--- config.mk ---
export PLATFORM = sky130hd
export DESIGN_NAME = dlf_front
export DESIGN_NICKNAME = d
export VERILOG_FILES = /design/src/sv/dlf_pkg.sv /design/src/sv/dlf_front.sv
export SDC_FILE = /design/constraint.sdc
export NUM_CORES = 1
export LEC_CHECK = 0
export BUFFER_PORTS_ARGS = -buffer_cell sky130_fd_sc_hd__buf_4
export CORE_ASPECT_RATIO = 1.5
export CORE_MARGIN = 2
export CORE_UTILIZATION = 46
export DETAILED_ROUTE_END_ITERATION = 8
export PLACE_DENSITY = 0.74
export SYNTH_ARGS = -nofsm -noshare
export SYNTH_HDL_FRONTEND = slang
export SYNTH_SLANG_ARGS = --single-unit
export TNS_END_PERCENT = 30
--- constraint.sdc ---
create_clock -name clk -period 2.2 [get_ports clk]
set_input_delay 0.22 -clock clk [delete_from_list [all_inputs] [get_ports clk]]
set_output_delay 0.22 -clock clk [all_outputs]
set_load 0.01 [all_outputs]
--- src/sv/dlf_pkg.sv ---
package dlf_pkg;

    localparam int DATA_WIDTH      = 16;
    localparam int DEF_MAX_INPUTS  = 64;
    localparam int DEF_MAX_NEURONS = 16;
    localparam int ACC_W           = 40;
    localparam int SUM_W           = 24;
    localparam int NUM_W           = 26;
    localparam int CFG_W           = 7;
    localparam int NIDX_PORT_W     = 4;
    localparam int FIDX_PORT_W     = 6;
    localparam int EXP_W           = 17;

    typedef enum logic [1:0] {
        MODE_WEIGHT  = 2'd0,
        MODE_BIAS    = 2'd1,
        MODE_FEATURE = 2'd2
    } mode_t;

    typedef enum logic [1:0] {
        ACT_NONE    = 2'd0,
        ACT_RELU    = 2'd1,
        ACT_SIGMOID = 2'd2,
        ACT_SOFTMAX = 2'd3
    } act_t;

    typedef enum logic [1:0] {
        OP_WEIGHT  = 2'd0,
        OP_BIAS    = 2'd1,
        OP_FEATURE = 2'd2
    } op_t;

    localparam logic [1:0] REG_ACT     = 2'd0;
    localparam logic [1:0] REG_INPUTS  = 2'd1;
    localparam logic [1:0] REG_NEURONS = 2'd2;

    typedef struct packed {
        op_t                     op;
        logic                    wr;
        logic                    last;
        logic [NIDX_PORT_W-1:0]  nidx;
        logic [FIDX_PORT_W-1:0]  fidx;
        logic [DATA_WIDTH-1:0]   value;
    } cmd_t;

    typedef enum logic [3:0] {
        B_IDLE,
        B_BIAS,
        B_BIAS_WAIT,
        B_MAC,
        B_STORE,
        B_EXP1,
        B_EXP2,
        B_EXP3,
        B_DIV,
        B_ACT,
        B_EMIT
    } bstate_t;

    // exp(-i) in Q1.16
    function automatic logic [EXP_W-1:0] exp_int(input logic [3:0] i);
        logic [EXP_W-1:0] r;
        case (i)
            4'd0:    r = 17'd65536;
            4'd1:    r = 17'd24109;
            4'd2:    r = 17'd8869;
            4'd3:    r = 17'd3263;
            4'd4:    r = 17'd1200;
            4'd5:    r = 17'd442;
            4'd6:    r = 17'd162;
            4'd7:    r = 17'd60;
            4'd8:    r = 17'd22;
            4'd9:    r = 17'd8;
            4'd10:   r = 17'd3;
            4'd11:   r = 17'd1;
            default: r = 17'd0;
        endcase
        return r;
    endfunction

    // exp(-h/16) in Q1.16
    function automatic logic [EXP_W-1:0] exp_frac(input logic [3:0] h);
        logic [EXP_W-1:0] r;
        case (h)
            4'd0:    r = 17'd65536;
            4'd1:    r = 17'd61565;
            4'd2:    r = 17'd57835;
            4'd3:    r = 17'd54331;
            4'd4:    r = 17'd51039;
            4'd5:    r = 17'd47947;
            4'd6:    r = 17'd45042;
            4'd7:    r = 17'd42313;
            4'd8:    r = 17'd39750;
            4'd9:    r = 17'd37341;
            4'd10:   r = 17'd35079;
            4'd11:   r = 17'd32954;
            4'd12:   r = 17'd30957;
            4'd13:   r = 17'd29081;
            4'd14:   r = 17'd27319;
            default: r = 17'd25664;
        endcase
        return r;
    endfunction

endpackage

--- src/sv/dlf_front.sv ---
module dlf_front import dlf_pkg::*; #(
    parameter int MAX_INPUTS  = DEF_MAX_INPUTS,
    parameter int MAX_NEURONS = DEF_MAX_NEURONS
) (
    input  logic                   clk,
    input  logic                   rst_n,
    input  logic                   in_valid,
    output logic                   in_stall,
    input  logic [1:0]             mode,
    input  logic [NIDX_PORT_W-1:0] neuron_index,
    input  logic [FIDX_PORT_W-1:0] feature_index,
    input  logic [DATA_WIDTH-1:0]  value,
    input  logic                   last_feature,
    output logic                   q_valid,
    input  logic                   q_ready,
    output cmd_t                   q_cmd
);

    cmd_t       cmd;
    logic       keep;
    logic       n_ok;
    logic       f_ok;
    logic       push;
    logic       pop;
    cmd_t       slot_reg [2];
    logic       wr_ptr_reg, wr_ptr_next;
    logic       rd_ptr_reg, rd_ptr_next;
    logic [1:0] cnt_reg, cnt_next;

    // classify: drop unused modes and out-of-range loads
    always_comb
    begin
        n_ok       = 32'(neuron_index) < MAX_NEURONS;
        f_ok       = 32'(feature_index) < MAX_INPUTS;
        cmd.nidx   = neuron_index;
        cmd.fidx   = feature_index;
        cmd.value  = value;
        cmd.op     = OP_FEATURE;
        cmd.wr     = 1'b0;
        cmd.last   = 1'b0;
        keep       = 1'b0;
        unique case (mode)
            MODE_WEIGHT:
            begin
                cmd.op = OP_WEIGHT;
                cmd.wr = 1'b1;
                keep   = n_ok && f_ok;
            end
            MODE_BIAS:
            begin
                cmd.op = OP_BIAS;
                cmd.wr = 1'b1;
                keep   = n_ok;
            end
            MODE_FEATURE:
            begin
                cmd.op   = OP_FEATURE;
                cmd.wr   = f_ok;
                cmd.last = last_feature;
                keep     = f_ok || last_feature;
            end
            default:
            begin
                keep = 1'b0;
            end
        endcase
    end

    // two-entry queue toward the back end
    assign in_stall = cnt_reg == 2'd2;
    assign push     = in_valid && !in_stall && keep;
    assign q_valid  = cnt_reg != 2'd0;
    assign q_cmd    = slot_reg[rd_ptr_reg];
    assign pop      = q_valid && q_ready;

    always_comb
    begin
        wr_ptr_next = push ? !wr_ptr_reg : wr_ptr_reg;
        rd_ptr_next = pop ? !rd_ptr_reg : rd_ptr_reg;
        cnt_next    = cnt_reg + 2'(push) - 2'(pop);
    end

    always_ff @(posedge clk or negedge rst_n)
    begin
        if (!rst_n)
        begin
            wr_ptr_reg <= 1'b0;
            rd_ptr_reg <= 1'b0;
            cnt_reg    <= 2'd0;
        end
        else
        begin
            wr_ptr_reg <= wr_ptr_next;
            rd_ptr_reg <= rd_ptr_next;
            cnt_reg    <= cnt_next;
        end
    end

    always_ff @(posedge clk)
    begin
        if (push)
        begin
            slot_reg[wr_ptr_reg] <= cmd;
        end
    end

endmodule

# Word level (Yosys, flattened, before mapping)
# Memories as Yosys holds them, arrays and structs flattened.
# Cells that the tools add are included.
# word_totals
ff_bits	4
latchBits	0
mem_bits_rw	60
romBits	0
out_inout_bits	32
wordCells	23
memories	1
# op_classes
add_sub_neg	2
multipliers	0
div_mod_pow	0
order_cmp	0
n_eq_ne	3
n_shift	0
mux	5
n_bitwise	0
n_reduce_logical	9
# mem_list
name	words	width	rd	rd_clocked_by_memory_dff	write_ports	line	rtl
slot_reg	2	30	1	0	1	dlf_front.sv:25	cmd_t slot_reg [2];
# op_table
operator	count
one-hot mux 3 bit (3 select lines)	1
== test 2 bit (second input constant)	2
2-to-1 mux 1 bit	4
logical AND 1 bit	3
zero test 1 bit	3
OR reduction 3 bit	1
adder 2 x 1 -> 2 bit	1
== test 2 x 1 -> 1 bit (second input constant)	1
zero test 2 bit	1
nonzero test 2 bit	1
subtractor 2 x 1 -> 2 bit	1

# Logic depth before layout (Yosys ltp)
# depth
word_depth	6
depth_mapped	5
ltp_nobuf	5

# Worst setup path after synthesis
# OpenSTA, ideal clock, no wires.
# synth_path
kind	flip-flop to flip-flop
from	register cnt_reg[1]
to	memory slot_reg[0][0] (netlist bit) (enable)
setup_time_ps	417
t_arrival_ps	1913
setup_slack_ps	-130
stages_incl_launch_ff	4
path_buffers	0
synth_period_minus_slack_ps	2330
path_cell_list	dfrtp_1 nand2b_1 nand3_2 nor2_1
# synth_between
elab_chain_cells	6
# synth_lines
item	line	rtl
from (decl)	dlf_front.sv:28	logic [1:0] cnt_reg, cnt_next;
from (signal assigned)	dlf_front.sv:95	cnt_reg <= cnt_next;
== test 2 bit	dlf_front.sv:70	assign in_stall = cnt_reg == 2'd2;
zero test 1 bit	dlf_front.sv:71	assign push = in_valid && !in_stall && keep;
logical AND 1 bit (2 in series)	dlf_front.sv:71	
2-to-1 mux 1 bit	dlf_front.sv:101	if (push)
2-to-1 mux 1 bit (implied by the code)	dlf_front.sv:103	slot_reg[wr_ptr_reg] <= cmd;
to (decl)	dlf_front.sv:25	
# Every way passes these cells.

==> results.md <==
- Most frequent cells in the layout: buf_4 (70), edfxtp_1 (60), mux2_1 (30)
- Row Count: 32
- # hold bufs at CTS: 1
- Clock Root Buffer: clkbuf_8
- WP data required: 1.98 ns
- Max Freq: 602 MHz
- Slew HR: 0.804
- IO Pins: 65
- H-tree Lvls: 3
- RSZ-0062 raised after global routing: no
- Critical Path AT: 1.44 ns
- Wirelength, routed: between 4000 and 5000 um
- Main flop type after synthesis: edfxtp_1
- Tot GR Track Use: 0.154
- Final Cell Area: 3180 sq um
- Die Height: 92.5 um
- Drt pass-1 iters: 4
- Share of cells above drive strength 1: 0.425
- Worst setup margin: 0.539 ns
- Number of global-route vias before repair: 1386
- Hold Crit Class: in -> reg
- I/O Buffers: 64
- First-pass GRT wire length: between 6000 and 7000 um
- Initial DRC Count: 25
- Setup total negative slack: 0 ns
- Finish-stage setup viols: 0
- Clock-pin slew on the worst setup and hold paths: ~0.06 ns
- Die area: 5820 sq um
- Maxcap violations: 0
- Largest net degree at the start of global routing: 22
- Max reg flops: 60
- Num CTS Buffers: 9
- DP HPWL: 2860 um
- Cell variety after synth: 18
- Post-CTS Setup Bufs: 0
- Initial core utilization: 0.472
- Worst-margin pin slew: 0.294 ns
- Static leakage: 1.23 nW
- Final ANT Viol Nets: 0
- Synth Warn #: 0
- Ant. Diodes: 0
- Post-synth EDFFs: 60
- Register area share after synthesis: 0.792
- Clock Path Buffers: 2
- Number of remaining DRC errors: 0
- Mapped Nets: 151
- Synthesis-stage register bit count: 64
- Endpoints failing hold: 0
- Worst Skew: about 0.0048 ns
- DR vias: 1270
- GP Congestion: roughly 0.66
- Clock Sinks: 64
- Worst-path fanout max: 16
- Cts repair resizes: 0
- Critical Path Sink Type: primary output
- Layout overhead on the synthesized area: 32.4%
- GR Overflow Total: 0
- Startpoint types: register
- Synthesized cell area: 2400 sq um
- TritonCTS clock tree: done
- Initial antenna violation count: 0
- Avg Inst Size Synth: between 20 and 25 sq um
- Core ar.: a little over 5000 sq um
- Max Slew Vio Count: 0
- Worst setup path class: reg -> out
- Wire per inst: 15.2 um
- DP Worst Slack: between 0.6 and 0.7 ns
- Placed cell areas: 2990 sq um
- Period utilisation layout: 0.755
- # nets final: between 200 and 250
- Clock period minus worst slack: 1.66 ns
- Clk_lat worst skew: 0.32 ns
- Post-synth ARST share: 0.0625
- Die width: 63.0 um
- Maximum vdd drop: 0.958 mV
- Vias per cell: 4.74
- Outcome: completed
- Commonest non-fill, non-tap cell in the layout: buf_4
- PwrDens: 1190 nW/um^2
- Synth Instances: 117
[cell families after synthesis]
group | synth area share
adders and majority gates | 0.00521
and+or+nand+nor | 0.0276
muxes | 0.141
xor gates and xnor gates | 0.0183
buffers and inverters | 0.0156
DFF | 0.792
[synth_stat cells, types with 2 or more instances]
library cell  instances  share of area
nor2_1                2         0.0031
xor2_1                3          0.011
inv_1                 3         0.0047
buf_4                 3         0.0094
edfxtp_1             60           0.75
xnor2_1               2         0.0073
dfrtp_1               4          0.042
mux2_1               30           0.14
[where the power goes]
part	total [W]	leakage, nW	switching [W]	internal (W)
clock	0.000892	0.0902	0.000387	0.000506
combinational	0.00123	0.538	0.000605	0.000621
sequential	0.00167	0.599	0.0000682	0.00160
[per-layer routing]
metal | GRT usage | vias up | routed length (um)
li1 | - | 605 | -
met1 | 0.153 | 618 | 1460
met2 | 0.276 | 37 | 2350
met3 | 0.0304 | 10 | 165
met4 | 0.119 | 0 | 107
met5 | 0 | - | 0
[area by class of cell]
class | count | area (sq um)
clock buffer | 10 | 128
clock inverter | 6 | 50.0
fill | 382 | 1910
inverter | 3 | 11.3
multi-input combinational | 46 | 465
sequential | 64 | 1900
tap | 68 | 85.1
timing repair buffer | 71 | 536
[path summary, 6_finish.rpt]
kind / start / endpoint / slack [ns] / cells after the start
setup / recovery: rd_ptr_reg$_DFFE_PN0P_ / q_cmd[7] / 0.54 / 3
hold / removal: feature_index[4] / slot_reg[1][20]$_DFFE_PP_ / 0.08 / 1
setup reg to reg: cnt_reg[1]$_DFF_PN0_ / cnt_reg[1]$_DFF_PN0_ / 0.59 / 5
hold reg to reg: wr_ptr_reg$_DFFE_PN0P_ / wr_ptr_reg$_DFFE_PN0P_ / 0.52 / 1
max in group asynchronous: rst_n / rd_ptr_reg$_DFFE_PN0P_ / 1.86 / 2
min in group asynchronous: rst_n / wr_ptr_reg$_DFFE_PN0P_ / 0.24 / 2
[worst max-delay path: stages (launching register included)]
cell	delay, ns
dfrtp_1	0.35
buf_4	0.25
mux2_1	0.37
buf_4	0.15
[metrics by stage]
step | hold slack (ns) | std cells | util | power, W
after floorplan | -0.0756 | 117 | - | 0.00237
after global placement | 0.0157 | 251 | 0.588 | 0.00288
after detailed placement | 0.0183 | 251 | 0.588 | 0.00294
after CTS | 0.0583 | 268 | 0.625 | 0.00385
after global routing | 0.0568 | 268 | 0.625 | 0.00400
final | 0.0778 | 268 | 0.625 | 0.00379
Power figures use the tool's default switching activity.
